<file path="src/hdl/pss_alu.sv">
// ----------------------------------------------------------------------------
// pss_alu
// Shared adder with a less-than compare of the sum against a bound.
// ----------------------------------------------------------------------------
module pss_alu #(
    parameter int DW = 25
) (
    input  logic [DW-1:0] i_a,
    input  logic [DW-1:0] i_b,
    input  logic [DW-1:0] i_bound,
    output logic [DW-1:0] o_sum,
    output logic          o_lt
);
    assign o_sum = i_a + i_b;
    assign o_lt  = (o_sum < i_bound);
endmodule

</file>
<file path="config.mk">
export PLATFORM = sky130hd
export DESIGN_NAME = pss_alu
export DESIGN_NICKNAME = d
export VERILOG_FILES = /design/src/hdl/pss_alu.sv
export SDC_FILE = /design/constraint.sdc
export NUM_CORES = 1
export LEC_CHECK = 0
export ABC_AREA = 1
export BUFFER_PORTS_ARGS = -buffer_cell sky130_fd_sc_hd__buf_2
export CAP_MARGIN = 40
export CELL_PAD_IN_SITES_DETAIL_PLACEMENT = 0
export CELL_PAD_IN_SITES_GLOBAL_PLACEMENT = 1
export CORE_ASPECT_RATIO = 1.4
export CORE_MARGIN = 2
export CORE_UTILIZATION = 32
export DETAILED_ROUTE_END_ITERATION = 16
export PLACE_DENSITY = 0.93
export SYNTH_ARGS = -nofsm -noshare
export SYNTH_HDL_FRONTEND = slang
export SYNTH_SLANG_ARGS = --single-unit
</file>
<file path="constraint.sdc">
create_clock -name vclk -period 3.6
set_clock_uncertainty 0.1 [all_clocks]
set_input_delay 0.54 -clock vclk [all_inputs]
set_output_delay 0.54 -clock vclk [all_outputs]
set_load 0.01 [all_outputs]
</file>
==> impl_results.md, run 1 <==
- CP Capture Type: output port
- Critical Path AT: 2.84 ns
- Mux contribution to synthesized area: 0%
- Total negative slack: 0 ns
- Post-synth cell types: 21
- WL final: 9033 um
- Fmax: 287.3 MHz
- Most common cell after layout, fill and taps aside: nand2_1
- Final WS setup: 0.1189 ns
- IO Pins: 101
- Area occupied by multi-input gates: 2688 sq um
- Main combinational cell family by area after synthesis: simple AND/OR/NAND/NOR gates
- Met2 WL: 5033 um
- Final setup fails: 0
- Final Hold Viols: 0
- Synthesis-to-finish area growth: 63.04%
- Final-layout clock buffer total: 0
- Crit path required time: 2.96 ns
- Die area: 8496 sq um
- Adder-Cell Fraction of Synth Area: 24.97%
- Final min period: 3.481 ns
- Vias in the first global route: 3048
- First-pass GRT wire length: 13080 um
- Initial antenna violation count: 0
- Max-slew violation count: 0
- Congestion Overflow GR: 0
- Worst hold path class: in -> out
- Crit Path Class: in -> out
- Final RePlAce weighted congestion: 0.8910
- RSZ-0062 raised after global routing: yes
- Routed vias: 3345
- Relative slew slack: 82.11%
- Total power: 844.2 uW
- Leak: 0.002405 uW
- CP Launch Type: primary input
- Syn Std Cell Area: 2485 sq um
- Yosys synthesis warning count: 0
- Port bufs: 101
- Met3 WL: 306 um
- Die X: 78.48 um
- Pre-CTS WS: -0.07177 ns
- FF/Latch Area: 0 sq um
- Tot GR Track Use: 18.97%
- Nets: 751
- DRT antenna net count: 0
- Share of post-route cells with drive strength above 1: 38.88%
- Most frequent cells in the layout: nand2_1 (160), inv_1 (118), buf_2 (99)
- Xor and xnor fraction of the mapped netlist area: 4.935%
- DR WL/cell: 12.46 um
- Maximum VDD drop: 89.41 uV
- Sequential share of the synthesized area: 0%
- Avg Cell Area, Syn: 5.082 sq um
- Syn nets: 613
- Largest fanout on the critical path: 5
- Post-Layout Cell Count: 725
- Post-Synth Simple-Gate Area: 45.17%
- # hold bufs at CTS: 0
- # fillers: 814
- WL met1: 3300 um
- Fin crit share: 96.70%
- DR iter-0 viols: 95
- Status: complete, no violations
- DP Wirelength: 7512 um
- Post-synthesis compound-gate area fraction: 6.647%
- Starting Density: 32.46%
- Worst-Margin Slew: 0.2674 ns
- DP Cell Count: 716
- Site Rows: 38
- Max_cap viols: 0
- Post-Syn Instances: 489
- PD cells: 208.4 nW/um^2
- Via density: 4.614
- First-pass DRT Iterations: 4
- Die Height: 108.3 um
- Highest routed layer: met4
- Finished Core Util: 52.93%
- Core area: 7655 sq um
- Ant. Diodes: 0
- # DRC: 0
- FF+latch count: 0
- Largest net degree at the start of global routing: 6
[final cells by class]
type | instances | share of cell area, %
inverter | 121 | 11.21
multi-input combinational | 368 | 66.34
tap | 100 | 3.088
timing repair buffer | 136 | 19.36
[per-layer routing]
| metal | vias to the layer above | track usage [%] |
|---|---|---|
| met4 | 0 | 6.642 |
| li1 | 1754 | - |
| met2 | 100 | 40.02 |
| met5 | - | 0 |
| met3 | 28 | 0.2504 |
| met1 | 1463 | 19.54 |
[Yosys cell counts, drive strengths merged (2+ instances only)]
cell	n	area [sq um]
a21oi	24	120.1
ha	48	600.6
inv	121	454.2
nand2	198	755.7
nand3	23	115.1
nand3b	2	15.01
nand4	9	56.30
nor2	37	151.4
nor3	2	10.01
o21a	2	15.01
o21ai	3	15.01
xnor2	2	17.52
xor2	12	105.1
[stage by stage]
stage / hold slack, ns / instance area (sq um)
after detailed placement: 1.314 / 3311
after global routing: 1.300 / 4051
after floorplan: 1.135 / 2485
final: 1.288 / 4051
after CTS: 1.314 / 3382
after global placement: 1.307 / 3311
[critical path, cell delays in order]
cell	delay [ns]
buf_2	0.10
ha_1	0.37
nand2_1	0.11
nor2_2	0.14
nand2_1	0.11
nor2_2	0.13
nand2_4	0.06
nand4_1	0.09
nand2_2	0.10
ha_4	0.28
nand4_1	0.16
nor3_2	0.23
nor2b_1	0.15
nand2_1	0.06
inv_1	0.05
nor2_1	0.04
buf_2	0.13
[worst paths after layout]
path | startpoint | to | slack [ns] | cells past startpoint
setup / recovery | i_a[22] | o_lt | 0.12 | 17
hold / removal | i_a[0] | o_sum[0] | 1.29 | 3
[kinds of logic (layout without fill, tap and decap cells)]
kind of cell,Yosys count,count (layout)
AOI/OAI and AO/OA,31,31
and+or+nand+nor,274,274
buffers and inverters,121,257
adders and majority gates,49,49
xor gates and xnor gates,14,14
[where the power goes]
group	leakage (uW)	total [uW]	switching, uW	internal [uW]
sequential	0	0	0	0
clock	0	0	0	0
combinational	0.00241	844	462	382
[what timing repair did]
action / 4_1_cts / 5_1_grt
buffers inserted: 4 / 5
gates cloned: 0 / 0
pin swaps: 4 / 37
resized for setup: 9 / 128
endpoints found under the setup margin: 1 / 1
hold endpoints to repair: 0 / 0
Power figures use the tool's default switching activity.
==> run 2: changes to the inputs <==
BUFFER_PORTS_ARGS = -buffer_cell sky130_fd_sc_hd__buf_4   (was -buffer_cell sky130_fd_sc_hd__buf_2)
==> impl_results.md, run 2 (synthesis results as in run 1) <==
- Status: complete, no violations (unchanged)
- FF+latch count: 0 (unchanged)
- Most common cell after layout, fill and taps aside: nand2_1 (unchanged)
- Finished Core Util: 51.26% (was 52.93%)
- Most frequent cells in the layout: nand2_1 (172), buf_4 (123), inv_1 (119) (was nand2_1 (160), inv_1 (118), buf_2 (99))
- Slowest cell on the critical path: fa_2 (was ha_1)
- DP Wirelength: 7639 um (was 7512 um)
- Final Hold Viols: 0 (unchanged)
- Nets: 741 (was 751)
- Die Height: 108.3 um (unchanged)
- Largest net degree at the start of global routing: 6 (unchanged)
- Slowest stage delay, CP: 0.38 ns (was 0.37 ns)
- Die area: 8496 sq um (unchanged)
- Critical Path, Cell by Cell: buf_6 -> ha_4 -> inv_2 -> fa_2 -> inv_2 -> nand2_1 -> nand2_1 -> nand3_1 -> nand2_2 -> nand2_2 -> nand2_2 -> xor2_2 -> ha_1 -> nand2_2 -> nor2_2 -> nand4_1 -> nor2b_1 -> nand2_1 -> inv_1 -> nor2_2 -> buf_4 (was buf_2 -> ha_1 -> nand2_1 -> nor2_2 -> nand2_1 -> nor2_2 -> nand2_4 -> nand4_1 -> nand2_2 -> ha_4 -> nand4_1 -> nor3_2 -> nor2b_1 -> nand2_1 -> inv_1 -> nor2_1 -> buf_2)
- Initial antenna violation count: 0 (unchanged)
- # DRC: 0 (unchanged)
- FF/Latch Area: 0 sq um (unchanged)
- DR iter-0 viols: 120 (was 95)
- Hold-critical path depth: 3 (unchanged)
- Flop pwr share: 0% (about the same)
- Clock Power Share: 0% (about the same)
- Final RePlAce weighted congestion: 0.9141 (was 0.8910)
- DP Cell Count: 712 (was 716)
- DR WL/cell: 12.07 um (was 12.46 um)
- Congestion Overflow GR: 0 (unchanged)
- Worst-Margin Slew: 0.3310 ns (was 0.2674 ns)
- Final min period: 3.531 ns (was 3.481 ns)
- DRT antenna net count: 0 (unchanged)
- Fin crit share: 98.07% (was 96.70%)
- First-pass DRT Iterations: 4 (unchanged)
- Crit path required time: 2.96 ns (about the same)
- Fmax: 283.2 MHz (was 287.3 MHz)
- # fillers: 802 (was 814)
- Max-slew violation count: 0 (unchanged)
- Ant. Diodes: 0 (unchanged)
- Starting Density: 32.46% (unchanged)
- Post-Layout Cell Count: 715 (was 725)
- Site Rows: 38 (unchanged)
- Crit Path Class: in -> out (unchanged)
- Worst hold slack: 1.282 ns (was 1.288 ns)
- Most used cell, CP: nand2_2 (was nand2_1)
- Vias in the first global route: 3168 (was 3048)
- Final setup fails: 0 (unchanged)
- Core area: 7655 sq um (unchanged)
- Critical Path AT: 2.89 ns (was 2.84 ns)
- IO Pins: 101 (unchanged)
- Port bufs: 101 (unchanged)
- Tot GR Track Use: 19.19% (was 18.97%)
- Leak: 0.002367 uW (was 0.002405 uW)
- Total power: 791.6 uW (was 844.2 uW)
- CP Launch Type: primary input (unchanged)
- Share of post-route cells with drive strength above 1: 33.66% (was 38.88%)
- Psw: 416.1 uW (was 462.0 uW)
- P_int: 375.5 uW (was 382.2 uW)
- Comb pwr share: 100.0% (about the same)
- Relative slew slack: 77.78% (was 82.11%)
- Worst hold path class: in -> out (unchanged)
- Largest fanout on the critical path: 4 (was 5)
- Max_cap viols: 0 (unchanged)
- Maximum VDD drop: 80.83 uV (was 89.41 uV)
- Switching power share of the total: 52.56% (was 54.73%)
- First-pass GRT wire length: 13330 um (was 13080 um)
- RSZ-0062 raised after global routing: yes (unchanged)
- # hold bufs at CTS: 0 (unchanged)
- CP Capture Type: output port (unchanged)
- Routed vias: 3246 (was 3345)
- Synthesis-to-finish area growth: 57.91% (was 63.04%)
- PD cells: 201.7 nW/um^2 (was 208.4 nW/um^2)
- Final-layout clock buffer total: 0 (unchanged)
- Via density: 4.540 (was 4.614)
- Die X: 78.48 um (unchanged)
- WL final: 8631 um (was 9033 um)
run 2: changes by cell type in the layout (fill, tap and decap cells not counted), sizes merged:
cell,before,now
buf,136,126
run 2: critical path: cells and delay by family:
family	cells	cell delay, ns
simple gates	12	1.08
fa+ha+maj	3	0.84
buf+inv	5	0.37
xor+xnor	1	0.07
run 2: stage by stage:
step | setup slack, ns | cell area, sq um | setup TNS (ns)
2_1_floorplan | 0.2104 | 2485 | 0
3_3_place_gp | -0.1319 | 3533 | -0.1319
3_5_place_dp | -0.1083 | 3533 | -0.1083
4_1_cts | 0.006048 | 3622 | 0
5_1_grt | -0.08138 | 3924 | -0.08138
6_report | 0.06945 | 3924 | 0
run 2: cell type report:
class	count	area [sq um]	share of cell area, %
well taps	100	125.1	3.189
multi-input cells	368	2387	60.84
inverters	121	454.2	11.58
repair buffers	126	957.2	24.39
run 2: path summary, 6_finish.rpt:
path | start | end | slack, ns
min | i_a[0] | o_sum[0] | 1.28
max | i_b[0] | o_lt | 0.07
run 2: layer usage:
layer,global-route usage [%],vias up,wire length [um],part of all wire [%]
met5,0,-,0,0
met4,4.762,0,175,2.0
met3,0.9182,12,254,2.9
met2,41.26,75,4999,58
met1,19.52,1430,3201,37
li1,-,1729,-,-
run 2: power groups by stage:
| stage | Combinational [uW] | Clock (uW) | Sequential [uW] |
|---|---|---|---|
| 3_5_place_dp | 699 | 0 | 0 |
| 4_1_cts | 721 | 0 | 0 |
| 6_report | 792 | 0 | 0 |
| 5_1_grt | 876 | 0 | 0 |
| 2_1_floorplan | 388 | 0 | 0 |
| 3_3_place_gp | 688 | 0 | 0 |
run 2: repair_timing:
item	CTS	global route
resized for setup	17	68
setup endpoints to repair	1	1
pin swaps	5	21
setup buffers	1	2
