[src/hdl/pss_pkg.sv]
// ----------------------------------------------------------------------------
// pss_pkg
// Shared types and constants of the prime sieve sum query block.
// ----------------------------------------------------------------------------
package pss_pkg;

    localparam int MAX_LIMIT_DEF = 4096;
    localparam int LIMIT_W       = 13;
    localparam int COUNT_W       = 13;
    localparam int SUM_W         = 24;
    localparam int SUM_LIM       = 2 ** SUM_W;   // first value past saturation

    localparam logic [LIMIT_W-1:0] LIMIT_RESET = LIMIT_W'(4096);
    localparam logic [SUM_W-1:0]   SUM_MAX     = {SUM_W{1'b1}};

    typedef enum logic [2:0] {
        ST_IDLE,
        ST_CLEAR,
        ST_TEST,
        ST_CHECK,
        ST_MARK,
        ST_NEXT,
        ST_WALK,
        ST_DONE
    } t_state;

    // Bitmap control from sequencer to memory
    typedef struct packed {
        logic wr;
        logic wbit;
    } t_map_ctl;

    typedef struct packed {
        logic               short_flag;
        logic [COUNT_W-1:0] primes_used;
        logic [SUM_W-1:0]   prime_sum;
    } t_result;

endpackage

[src/hdl/pss_seq.sv]
// ----------------------------------------------------------------------------
// pss_seq
// Sequencer: clears and sieves the bitmap, then walks it to sum primes.
// ----------------------------------------------------------------------------
module pss_seq #(
    parameter int CW = 13,
    parameter int AW = 12,
    parameter int DW = 25
) (
    input  logic                        i_clk,
    input  logic                        i_rst_n,
    input  logic                        i_cfg_wr,
    input  logic                        i_start,
    input  logic [pss_pkg::COUNT_W-1:0] i_count,
    input  logic [CW-1:0]               i_lim,
    output logic                        o_idle,
    output logic                        o_res_valid,
    input  logic                        i_res_take,
    output pss_pkg::t_result            o_res,
    output pss_pkg::t_map_ctl           o_map_ctl,
    output logic [AW-1:0]               o_map_addr,
    input  logic                        i_map_rdata,
    output logic [DW-1:0]               o_alu_a,
    output logic [DW-1:0]               o_alu_b,
    output logic [DW-1:0]               o_alu_bound,
    input  logic [DW-1:0]               i_alu_sum,
    input  logic                        i_alu_lt
);
    import pss_pkg::*;

    t_state             r_state, n_state;
    logic               r_built, n_built;
    logic [CW-1:0]      r_lim, n_lim;
    logic [COUNT_W-1:0] r_want, n_want;
    logic [CW-1:0]      r_v, n_v;
    logic [CW-1:0]      r_i, n_i;
    logic [DW-1:0]      r_sq, n_sq;
    logic [SUM_W-1:0]   r_sum, n_sum;
    logic [COUNT_W-1:0] r_used, n_used;
    logic               r_pend, n_pend;
    logic [CW-1:0]      r_pend_v, n_pend_v;
    logic               v_in_range;

    always_ff @(posedge i_clk) begin
        if (!i_rst_n) begin
            r_state <= ST_IDLE;
            r_built <= 1'b0;
            r_pend  <= 1'b0;
        end else begin
            r_state <= n_state;
            r_built <= n_built;
            r_pend  <= n_pend;
        end
    end

    always_ff @(posedge i_clk) begin
        r_lim    <= n_lim;
        r_want   <= n_want;
        r_v      <= n_v;
        r_i      <= n_i;
        r_sq     <= n_sq;
        r_sum    <= n_sum;
        r_used   <= n_used;
        r_pend_v <= n_pend_v;
    end

    assign v_in_range = (r_v < r_lim);

    always_comb begin
        n_state     = r_state;
        n_built     = r_built;
        n_lim       = r_lim;
        n_want      = r_want;
        n_v         = r_v;
        n_i         = r_i;
        n_sq        = r_sq;
        n_sum       = r_sum;
        n_used      = r_used;
        n_pend      = r_pend;
        n_pend_v    = r_pend_v;
        o_idle      = 1'b0;
        o_res_valid = 1'b0;
        o_map_ctl   = '0;
        o_map_addr  = r_v[AW-1:0];
        o_alu_a     = DW'(r_v);
        o_alu_b     = DW'(1);
        o_alu_bound = DW'(r_lim);

        unique case (r_state)
            ST_IDLE: begin
                o_idle = 1'b1;
                if (i_start) begin
                    n_want = i_count;
                    n_lim  = i_lim;
                    n_sum  = '0;
                    n_used = '0;
                    n_pend = 1'b0;
                    if (r_built) begin
                        n_v     = CW'(2);
                        n_state = ST_WALK;
                    end else begin
                        n_v     = '0;
                        n_state = ST_CLEAR;
                    end
                end
            end
            ST_CLEAR: begin
                // write 1 for 0 and 1, 0 elsewhere
                o_map_ctl.wr   = 1'b1;
                o_map_ctl.wbit = (r_v < CW'(2));
                if (i_alu_lt) begin
                    n_v = i_alu_sum[CW-1:0];
                end else begin
                    n_i     = CW'(2);
                    n_sq    = DW'(4);
                    n_state = ST_TEST;
                end
            end
            ST_TEST: begin
                o_alu_a    = r_sq;
                o_alu_b    = '0;
                o_map_addr = r_i[AW-1:0];
                if (i_alu_lt) begin
                    n_state = ST_CHECK;
                end else begin
                    n_built = 1'b1;
                    n_v     = CW'(2);
                    n_state = ST_WALK;
                end
            end
            ST_CHECK: begin
                if (i_map_rdata) begin
                    n_state = ST_NEXT;
                end else begin
                    n_v     = r_sq[CW-1:0];
                    n_state = ST_MARK;
                end
            end
            ST_MARK: begin
                o_map_ctl.wr   = 1'b1;
                o_map_ctl.wbit = 1'b1;
                o_alu_b        = DW'(r_i);
                if (i_alu_lt) begin
                    n_v = i_alu_sum[CW-1:0];
                end else begin
                    n_state = ST_NEXT;
                end
            end
            ST_NEXT: begin
                // (i+1)^2 = i^2 + 2i + 1
                o_alu_a = r_sq;
                o_alu_b = DW'({r_i, 1'b1});
                n_sq    = i_alu_sum;
                n_i     = r_i + CW'(1);
                n_state = ST_TEST;
            end
            ST_WALK: begin
                o_alu_a     = DW'(r_sum);
                o_alu_b     = DW'(r_pend_v);
                o_alu_bound = DW'(SUM_LIM);
                // issue the next bitmap read
                n_pend   = v_in_range;
                n_pend_v = r_v;
                if (v_in_range) begin
                    n_v = r_v + CW'(1);
                end
                // accumulate the number whose bit was read last cycle
                if (r_pend && !i_map_rdata && (r_used < r_want)) begin
                    n_sum  = i_alu_lt ? i_alu_sum[SUM_W-1:0] : SUM_MAX;
                    n_used = r_used + COUNT_W'(1);
                end
                if ((r_used == r_want) || (!r_pend && !v_in_range)) begin
                    n_pend  = 1'b0;
                    n_state = ST_DONE;
                end
            end
            ST_DONE: begin
                o_res_valid = 1'b1;
                if (i_res_take) begin
                    n_state = ST_IDLE;
                end
            end
            default: begin
                n_state = ST_IDLE;
            end
        endcase

        if (i_cfg_wr) begin
            n_built = 1'b0;
        end
    end

    assign o_res.prime_sum   = r_sum;
    assign o_res.primes_used = r_used;
    assign o_res.short_flag  = (r_used < r_want);
endmodule

[config.mk]
export PLATFORM = sky130hd
export DESIGN_NAME = pss_seq
export DESIGN_NICKNAME = d
export VERILOG_FILES = /design/src/hdl/pss_pkg.sv /design/src/hdl/pss_seq.sv
export SDC_FILE = /design/constraint.sdc
export NUM_CORES = 1
export LEC_CHECK = 0
export ABC_CLOCK_PERIOD_IN_PS = 6100
export BUFFER_PORTS_ARGS = -buffer_cell sky130_fd_sc_hd__buf_2
export CAP_MARGIN = 20
export CORE_MARGIN = 3
export CORE_UTILIZATION = 54
export DETAILED_ROUTE_END_ITERATION = 7
export PLACE_DENSITY = 0.81
export SETUP_SLACK_MARGIN = 0.4
export SLEW_MARGIN = 20
export SYNTH_ARGS = -nofsm -noshare
export SYNTH_HDL_FRONTEND = slang
export SYNTH_SLANG_ARGS = --single-unit
[constraint.sdc]
create_clock -name i_clk -period 6.1 [get_ports i_clk]
set_input_delay 1.22 -clock i_clk [delete_from_list [all_inputs] [get_ports i_clk]]
set_output_delay 1.22 -clock i_clk [all_outputs]
set_load 0.005 [all_outputs]
==> results.json, run 1 <==
{
  "gp_congestion": 0.8229,
  "hp-start": "r_pend",
  "cts-buffers-inserted": 17,
  "drt_iter0_drc": 607,
  "relSlewSlack_pct": 28.27,
  "setup_viol": 0,
  "grt_overflow": 0,
  "crit_chain": "inv_2, nor3_4, nand2b_1, a22oi_1, nand2_1, buf_2",
  "switchingPower_w": 0.001563,
  "final_cell_mix": "164 x buf_2, 127 x edfxtp_1, 99 x nor2_1",
  "fp.dieW_microns": 122.6,
  "synth_xor_area_share_pct": 3.936,
  "drcViolationCount": 0,
  "firstDrtPassIters": 5,
  "hold_path_class": "flop to flop",
  "die_y_microns": 122.6,
  "vias": 5860,
  "endpoint": "o_alu_a[3]",
  "grt_pass1_vias": 5521,
  "status": "complete, no violations",
  "clk_path_buf_depth": 2,
  "synth_top_family_by_area": "simple AND/OR/NAND/NOR gates",
  "cts.sinks": 132,
  "clk_pin_slew_ns": 0.06,
  "worstReg2RegStart": "r_state[1]",
  "post_dp_cell_area_sq_um": 8157,
  "drv_cap": 0,
  "hold_slack_ns": 0.5279,
  "port_buffers": 164,
  "cts-root-buf": "clkbuf_16",
  "grt_max_degree": 62,
  "worstRegToRegCells": 6,
  "clk_latency_ns": 0.42,
  "cts_tree": "done",
  "setup_tns_ns": 0,
  "routed_wl_microns": 18680,
  "slew_viol_final": 0,
  "ys_warn_count": 0,
  "syn-cell-area_sq_um": 7343,
  "cts_max_level": 4,
  "synth_fa_ha_area_share_pct": 4.771,
  "post_cts_resized": 0,
  "cp_slowest_cell": "nand2b_1",
  "avgSynthCellArea_sq_um": 10.24,
  "synthDistinctLibCells": 51,
  "ys.flop_type": "edfxtp_1",
  "path_depth": 6,
  "power_frac_seq_pct": 40.8,
  "critPathTopFamily": "simple AND/OR/NAND/NOR gates",
  "crit_fanout": 61,
  "pwr-share-clk_pct": 23.0,
  "finalCritPeriodShare_pct": 74.80,
  "dpl.cell_count": 1017,
  "grt_pass1_wl_microns": 28640,
  "antenna_found_initial": 1,
  "syn_inst": 717,
  "p_int_w": 0.002516,
  "cp-start-kind": "flop",
  "critPathLaunch": "r_state[1]",
  "area_delta_synth_final_pct": 18.57,
  "synth-simple-area-share_pct": 14.76,
  "rsz0062_at_grt": "no",
  "dpl.hpwl_microns": 12680,
  "layout_commonest_cell": "buf_2",
  "ys_seq_area_share_pct": 53.30,
  "cts_hold_buffers": 0,
  "final-hold-violation-count": 0,
  "ant_nets": 0,
  "crit_arrival_ns": 3.34,
  "max_slew.worst_pin.slew_ns": 1.076,
  "r2r_end": "r_sum[23]",
  "synth_edf_count": 127,
  "crit_type": "flop to output port",
  "finalPower_w": 0.004079,
  "p_per_area_nw_per_um2": 468.4,
  "stdcell_count": 1050,
  "irDropWorstVdd_mv": 0.2039,
  "drive_gt1_share_pct": 25.43,
  "period_needed_ns": 4.563,
  "finalClockSkew_ns": 0.005458,
  "async_reset_ff_share_pct": 0,
  "worstPathRequired_ns": 4.88,
  "fmax_mhz": 219.2,
  "die_area_sq_um": 15030,
  "design_area_sq_um": 8707,
  "synth_compound_area_share_pct": 11.48,
  "max_stage_delay_ns": 0.91,
  "postCtsSetupRepairBufs": 0,
  "crit_path_end_kind": "output port",
  "power_frac_comb_pct": 36.2,
  "rows": 41,
  "leakage_nw": 3.832,
  "wl_per_cell_microns": 17.79,
  "initial_core_util_pct": 56.58,
  "synth.mux.area_fraction_pct": 3.885,
  "core_region_area_sq_um": 12980,
  "ioPinCount": 187,
  "grt_usage_pct": 24.97,
  "cp_num_buf_inv": 2,
  "swShare_pct": 38.31,
  "nets": 950,
  "reg2reg_slack_ns": 2.62,
  "synth_seq_cells": 132,
  "viasPerCell": 5.581
}
-- flip-flops by register name, summed over array words and instances (netlist names) --
name	cells
r_sq	25
r_sum	24
r_i	13
r_lim	13
r_pend_v	13
r_used	13
r_v	13
r_want	13
r_state	3
r_built	1
r_pend	1
-- stage by stage --
| stage | setup slack, ns | util [%] |
|---|---|---|
| 2_1_floorplan | 1.513 | - |
| 3_3_place_gp | 1.751 | 62.85 |
| 3_5_place_dp | 1.645 | 62.85 |
| 4_1_cts | 1.184 | 67.03 |
| 5_1_grt | 1.285 | 67.09 |
| 6_report | 1.538 | 67.09 |
-- area by class of cell --
cell class | instances | area (sq um)
diodes | 1 | 2.502
clock buffers | 17 | 425.4
fillers | 995 | 4272
flip-flops and latches | 132 | 3918
clock inverters | 15 | 117.6
repair buffers | 171 | 873.3
inverters | 57 | 214.0
well taps | 172 | 215.2
multi-input cells | 485 | 2942
-- worst min-delay path, cell delays in order (launching register included) --
cell and delay, ns:
dfxtp_1 0.34, nand2_1 0.06, a21boi_0 0.08
-- cells by family (layout without fill, tap and decap cells) --
kind of cell | count (synthesis) | after routing
AO/OA/AOI/OAI | 137 | 137
XOR/XNOR | 33 | 33
adder cells (fa/ha/maj) | 28 | 28
buffers and inverters | 121 | 260
flip-flops | 132 | 132
multiplexers | 27 | 27
other | 1 | 23
AND/OR/NAND/NOR | 238 | 238
-- how the worst min path moves through the flow --
stage / depth (start not counted) / slack (ns) / endpoint
final: 2 / 0.53 / r_pend
after floorplan: 2 / 0.46 / r_pend
after global routing: 2 / 0.55 / r_pend
after CTS: 2 / 0.51 / r_pend
after detailed placement: 2 / 0.51 / r_pend
after global placement: 2 / 0.48 / r_pend
-- cell usage after synthesis, types with 8 or more instances --
cell | number | area, sq um
a21oi_1 | 66 | 330.3
a22o_1 | 11 | 96.34
a22oi_1 | 13 | 97.59
and3_1 | 17 | 106.4
buf_2 | 15 | 75.07
buf_4 | 25 | 187.7
clkbuf_1 | 21 | 78.83
edfxtp_1 | 127 | 3814
ha_1 | 28 | 350.3
inv_1 | 55 | 206.5
mux2_2 | 12 | 135.1
mux2i_1 | 15 | 150.1
nand2_1 | 57 | 214.0
nand3_1 | 19 | 95.09
nor2_1 | 100 | 375.4
nor2b_1 | 16 | 100.1
nor3_1 | 8 | 40.04
o21ai_0 | 12 | 60.06
o22ai_1 | 12 | 75.07
xnor2_1 | 13 | 113.9
xor2_1 | 20 | 175.2
-- per-layer routing --
metal | global-route usage (%) | up-vias | part of all wire [%]
li1 | - | 2762 | -
met1 | 34.01 | 2726 | 40
met2 | 39.44 | 343 | 48
met3 | 5.438 | 29 | 9.9
met4 | 9.517 | 0 | 1.9
met5 | 0 | - | 0
-- power by group through the flow --
stage | logic, W | clock network (W) | registers [W]
2_1_floorplan | 0.00102 | 0 | 0.00151
5_1_grt | 0.00164 | 0.000983 | 0.00169
4_1_cts | 0.00148 | 0.000940 | 0.00165
3_5_place_dp | 0.00146 | 0 | 0.00166
6_report | 0.00148 | 0.000938 | 0.00166
3_3_place_gp | 0.00143 | 0 | 0.00166
Power figures use the tool's default switching activity.
==> run 2, diff against run 1 <==
ABC_AREA = 1   (was not set)
ABC_CLOCK_PERIOD_IN_PS = 4500   (was 6100)
clock period = 4.5 ns   (was 6.1 ns; I/O delays follow)
==> run 2 against run 1 <==
  * Sequential share of layout area is 0.37 points higher
  * Clock skew up 0.0035 ns
  * Critical endpoint is now o_alu_a[4]
  * Setup slack got worse by 0.83 ns
==> results.json, run 2 <==
{
  "initial_core_util_pct": 56.09,
  "leakage_nw": 3.948,
  "yosys-top-cells-area": "edfxtp_1 53%, inv_1 6.3%, nand2_1 6.3%",
  "port_buffers": 164,
  "irDropWorstVdd_mv": 0.4255,
  "firstDrtPassIters": 5,
  "max_stage_delay_ns": 0.65,
  "wl_per_cell_microns": 16.41,
  "holdPathEnd": "r_pend",
  "design_area_sq_um": 8628,
  "synth_seq_cells": 132,
  "cp_slowest_cell": "inv_2",
  "drt_iter0_drc": 466,
  "vias": 5963,
  "post_cts_resized": 0,
  "gp_congestion": 0.9461,
  "relSlewSlack_pct": 41.48,
  "worstPathRequired_ns": 3.60,
  "cts_hold_buffers": 0,
  "worstReg2RegStart": "r_used[2]",
  "post_dp_cell_area_sq_um": 8050,
  "postCtsSetupRepairBufs": 0,
  "stdcell_count": 1105,
  "nets": 1006,
  "rows": 41,
  "area_delta_synth_final_pct": 20.43,
  "synth_edf_count": 127,
  "layout_commonest_cell": "buf_2",
  "yosysMostFrequentCell": "edfxtp_1",
  "clk_latency_ns": 0.42,
  "reg_top3": "r_sq x25, r_sum x24",
  "final_cell_mix": "164 x buf_2, 127 x edfxtp_1, 121 x nand2_1, 121 x inv_1, 76 x nor2_1",
  "cts-buffers-inserted": 17,
  "synth_fa_ha_area_share_pct": 4.890,
  "synth.top_cell.area_share_pct": 53.23,
  "slew_viol_final": 0,
  "worstRegToRegCells": 9,
  "hold_path_class": "flop to flop",
  "synth_xor_area_share_pct": 0.3667,
  "period_needed_ns": 3.790,
  "p_per_area_nw_per_um2": 602.1,
  "drcViolationCount": 0,
  "die_area_sq_um": 14690,
  "drive_gt1_share_pct": 24.01,
  "final-hold-violation-count": 0,
  "fmax_mhz": 263.8,
  "crit_top_cell": "inv_2",
  "max_slew.worst_pin.slew_ns": 0.8765,
  "cts.sinks": 132,
  "async_reset_ff_share_pct": 0,
  "crit_path_end_kind": "output port",
  "routed_wl_microns": 18140,
  "ys.flop_type": "edfxtp_1",
  "cts-root-buf": "clkbuf_16",
  "rsz0062_at_grt": "no",
  "crit_chain": "inv_2, nand2_2, nor2_4, inv_2, nand2_1, o221ai_1, buf_2",
  "grt_overflow": 0,
  "diodes": 0,
  "fp.dieW_microns": 121.2,
  "grt_usage_pct": 25.00,
  "synth.mux.area_fraction_pct": 0,
  "synth_common_cells": "127 x edfxtp_1, 121 x inv_1, 121 x nand2_1, 77 x nor2_1, 54 x a21oi_1",
  "viasPerCell": 5.396,
  "top_register": "r_sq",
  "grt_pass1_vias": 5635,
  "dpl.cell_count": 1073,
  "ys_seq_area_share_pct": 54.63,
  "syn-cell-area_sq_um": 7164,
  "nFillCells": 1014,
  "reg2reg_slack_ns": 1.85,
  "worst_slack_ns": 0.7097,
  "core_region_area_sq_um": 12770,
  "cts_max_level": 4,
  "synth_compound_area_share_pct": 13.62,
  "ys_warn_count": 0,
  "status": "complete, no violations",
  "hp-start": "r_pend",
  "grt_max_degree": 69,
  "synth_top_family_by_area": "simple AND/OR/NAND/NOR gates",
  "syn_inst": 758,
  "synth-simple-area-share_pct": 15.63,
  "ant_nets": 0,
  "setup_viol": 0,
  "die_y_microns": 121.2,
  "yosys.area.top_type": "edfxtp_1",
  "finalClockSkew_ns": 0.008986,
  "antenna_found_initial": 0,
  "crit_type": "flop to output port",
  "largest_reg_flops": 25,
  "dpl.hpwl_microns": 12800,
  "drv_cap": 0,
  "r2r_end": "r_sum[10]",
  "cp-start-kind": "flop",
  "post-place-ws_ns": 1.157,
  "finalCritPeriodShare_pct": 84.23,
  "crit_fanout": 46,
  "avgSynthCellArea_sq_um": 9.452,
  "setup_tns_ns": 0,
  "grt_pass1_wl_microns": 28310,
  "hold_depth": 2,
  "ioPinCount": 187,
  "clk_pin_slew_ns": 0.06,
  "crit_arrival_ns": 2.89,
  "clk_path_buf_depth": 2,
  "synthDistinctLibCells": 37,
  "cts_tree": "done"
}
## run 2: cell types whose count changed after synthesis, sizes merged, moves of 13 or more
cell,before,now
o221ai,2,15
mux2i,15,0
o21ai,14,46
xnor2,13,0
inv,57,128
nand2,57,124
xor2,20,3
nor2b,16,0
o211ai,0,13
and3,17,0
nor2,101,83
## run 2: cell type report
| class | instances | area, sq um | share of cell area, % |
|---|---|---|---|
| multi-input combinational | 471 | 2575 | 29.84 |
| sequential | 132 | 3914 | 45.36 |
| timing repair buffer | 170 | 865.8 | 10.03 |
| clock buffer | 17 | 425.4 | 4.930 |
| tap | 172 | 215.2 | 2.494 |
| clock inverter | 15 | 152.6 | 1.769 |
| inverter | 128 | 480.5 | 5.568 |
## run 2: worst max-delay path by stage
stage / startpoint / endpoint / slack, ns / depth (start not counted)
2_1_floorplan: i_alu_lt / r_i[0] / 0.89 / 3
6_report: r_state[1] / o_alu_a[4] / 0.71 / 7
3_5_place_dp: r_state[1] / o_alu_a[4] / 1.16 / 7
4_1_cts: r_state[1] / o_alu_a[4] / 0.71 / 7
3_3_place_gp: r_state[1] / o_alu_a[4] / 1.24 / 7
5_1_grt: r_state[1] / o_alu_a[4] / 0.58 / 7
## run 2: per-layer routing
layer  global-route usage (%)  part of all wire, %
met5                        0                    0
met4                    8.613                  2.1
met1                    32.62                   41
met3                    8.252                   10
met2                    39.46                   47
## run 2: kinds of logic after synthesis
| logic type | after synthesis |
|---|---|
| simple gates | 261 |
| buf+inv | 176 |
| other cells | 1 |
| fa+ha+maj | 28 |
| flops | 132 |
| xor+xnor | 3 |
| compound gates | 157 |
## run 2: through the flow
stage / hold WS [ns] / total power [W] / util, %
finish: 0.5118 / 0.005195 / 67.55
global route: 0.5351 / 0.005528 / 67.55
CTS: 0.5053 / 0.005215 / 67.55
detailed placement: 0.4965 / 0.003854 / 63.02
global placement: 0.4825 / 0.003806 / 63.02
floorplan: 0.4684 / 0.003086 / -
## run 2: worst max-delay path, delay by kind of cell (launching register included)
family	cells	cell delay [ns]
AO/OA/AOI/OAI	1	0.41
buffers and inverters	3	0.94
flip-flops	1	0.42
AND/OR/NAND/NOR	3	0.71
## run 2: report_power, final
part           switching, W  leakage (nW)  internal [W]
Sequential         0.000297          1.25       0.00179
Clock              0.000533         0.286      0.000818
Combinational       0.00110          2.41      0.000657
Total               0.00193          3.95       0.00326
==> run 3, diff against run 2 <==
ABC_CLOCK_PERIOD_IN_PS = 3600   (was 4500)
clock period = 3.6 ns   (was 4.5 ns; I/O delays follow)
==> run 3 against run 2 <==
  * Total power is 25% higher
  * Sequential share of layout area shrank 0.16 points
  * Via count decreased by 0.70%
  * Count of clock-buffer cells in the layout rose by 1
  * Clock skew down 0.0012 ns
  * Hold slack lost 0.058 ns
  * First-iteration DRC count is 30% higher
  * Sequential cell count unchanged
  * Largest power group unchanged
  * Clock power increased by 23%
==> results.json, run 3 (synthesis gave the netlist of run 2 again) <==
{
  "status": "complete, no violations",
  "pwr-share-clk_pct": 25.5,
  "clk_path_buf_depth": 2,
  "power_frac_seq_pct": 39.8,
  "swShare_pct": 37.05,
  "setup_tns_ns": 0,
  "ioPinCount": 187,
  "crit_chain": "nor2_1, nand2_4, inv_2, nor2_4, clkinv_2, a22oi_1, o21ai_0, buf_2",
  "die_area_sq_um": 14690,
  "reg2reg_slack_ns": 1.15,
  "cts_max_level": 4,
  "rows": 41,
  "power_frac_comb_pct": 34.7,
  "cts-root-buf": "clkbuf_16",
  "top_register": "r_sq",
  "port_buffers": 164,
  "grt_pass1_wl_microns": 28910,
  "routed_wl_microns": 18300,
  "cp_num_buf_inv": 3,
  "fmax_mhz": 332.5,
  "setup_viol": 0,
  "ant_nets": 0,
  "core_region_area_sq_um": 12770,
  "crit_type": "flop to output port",
  "clk_latency_ns": 0.43,
  "relSlewSlack_pct": 57.61,
  "postCtsSetupRepairBufs": 0,
  "initial_core_util_pct": 56.09,
  "critPathTopFamily": "buffers and inverters",
  "hold_slack_ns": 0.4539,
  "stdcell_count": 1107,
  "finalCritPeriodShare_pct": 83.54,
  "post-place-ws_ns": 0.9954,
  "diodes": 0,
  "crit_arrival_ns": 2.29,
  "antenna_found_initial": 0,
  "grt_overflow": 0,
  "p_int_w": 0.004085,
  "finalClockSkew_ns": 0.007821,
  "cp-start-kind": "flop",
  "grt_usage_pct": 25.63,
  "vias": 5921,
  "worst_slack_ns": 0.5925,
  "viasPerCell": 5.349,
  "drv_cap": 0,
  "dpl.hpwl_microns": 13050,
  "worstReg2RegStart": "r_state[2]",
  "hold_path_class": "input port to flop",
  "die_y_microns": 121.2,
  "cts.sinks": 132,
  "final-hold-violation-count": 0,
  "dpl.cell_count": 1076,
  "r2r_end": "r_sum[14]",
  "drcViolationCount": 0,
  "nFillCells": 994,
  "irDropWorstVdd_mv": 0.5731,
  "max_slew.worst_pin.slew_ns": 0.6358,
  "switchingPower_w": 0.002404,
  "drt_iter0_drc": 607,
  "worstRegToRegCells": 9,
  "clk_pin_slew_ns": 0.06,
  "max_stage_delay_ns": 0.46,
  "crit_fanout": 27,
  "wl_per_cell_microns": 16.53,
  "cp_slowest_cell": "dfxtp_1",
  "cts-buffers-inserted": 17,
  "drive_gt1_share_pct": 24.06,
  "holdPathEnd": "r_built",
  "nets": 1009,
  "hold_depth": 2,
  "crit_path_end_kind": "output port",
  "fp.dieW_microns": 121.2,
  "cts_tree": "done",
  "rsz0062_at_grt": "no",
  "slew_viol_final": 0,
  "worstPathRequired_ns": 2.88,
  "largest_reg_flops": 25,
  "period_needed_ns": 3.008,
  "hp-start": "i_cfg_wr",
  "grt_pass1_vias": 5684,
  "layout_commonest_cell": "buf_2",
  "reg_top3": "r_sq x25, r_sum x24",
  "firstDrtPassIters": 5,
  "cts_hold_buffers": 0,
  "p_per_area_nw_per_um2": 749.3,
  "final_cell_mix": "164 x buf_2, 127 x edfxtp_1, 121 x inv_1",
  "area_delta_synth_final_pct": 20.87,
  "grt_max_degree": 51,
  "gp_congestion": 0.9044,
  "leakage_nw": 3.952
}
[run 3: metal layers]
| metal | vias to the layer above | GRT usage (%) | part of all wire, % |
|---|---|---|---|
| met1 | 2696 | 33.32 | 40 |
| met4 | 0 | 9.314 | 2.7 |
| met2 | 298 | 40.67 | 48 |
| met3 | 41 | 8.065 | 9.1 |
| met5 | - | 0 | 0 |
| li1 | 2886 | - | - |
[run 3: worst max path at each step]
stage | start | end | slack [ns] | cells after the start
2_1_floorplan | r_v[8] | r_v[0] | 0.71 | 8
3_3_place_gp | r_state[1] | o_alu_a[4] | 0.97 | 7
3_5_place_dp | r_state[1] | o_alu_a[4] | 1.0 | 7
4_1_cts | r_state[1] | o_alu_a[4] | 0.51 | 7
5_1_grt | r_state[0] | o_alu_a[0] | 0.39 | 8
6_report | r_state[0] | o_alu_a[0] | 0.59 | 8
[run 3: repair_timing]
item                                   in CTS  in global routing
resized for setup                           0                  3
setup endpoints to repair                   0                  3
endpoints found under the hold margin       0                  0
[run 3: through the flow]
| step | utilization [%] | power, W | cell area [sq um] |
|---|---|---|---|
| after global routing | 67.79 | 0.006914 | 8660 |
| after global placement | 63.30 | 0.004767 | 8085 |
| after CTS | 67.72 | 0.006492 | 8651 |
| after floorplan | - | 0.003857 | 7249 |
| final | 67.79 | 0.006488 | 8660 |
| after detailed placement | 63.30 | 0.004815 | 8085 |
[run 3: area by class of cell]
| class | count | area, sq um | share of cell area [%] |
|---|---|---|---|
| clock buffer | 18 | 429.2 | 4.956 |
| timing repair buffer | 173 | 900.9 | 10.40 |
| inverter | 128 | 481.7 | 5.563 |
| sequential | 132 | 3914 | 45.20 |
| clock inverter | 13 | 136.4 | 1.575 |
| multi-input combinational | 471 | 2582 | 29.82 |
| tap | 172 | 215.2 | 2.485 |
[run 3: power by group through the flow]
| stage | combinational (W) | sequential [W] | clock [W] |
|---|---|---|---|
| 2_1_floorplan | 0.00136 | 0.00250 | 0 |
| 3_3_place_gp | 0.00218 | 0.00259 | 0 |
| 5_1_grt | 0.00255 | 0.00263 | 0.00174 |
| 6_report | 0.00225 | 0.00258 | 0.00166 |
| 3_5_place_dp | 0.00222 | 0.00259 | 0 |
| 4_1_cts | 0.00224 | 0.00257 | 0.00168 |
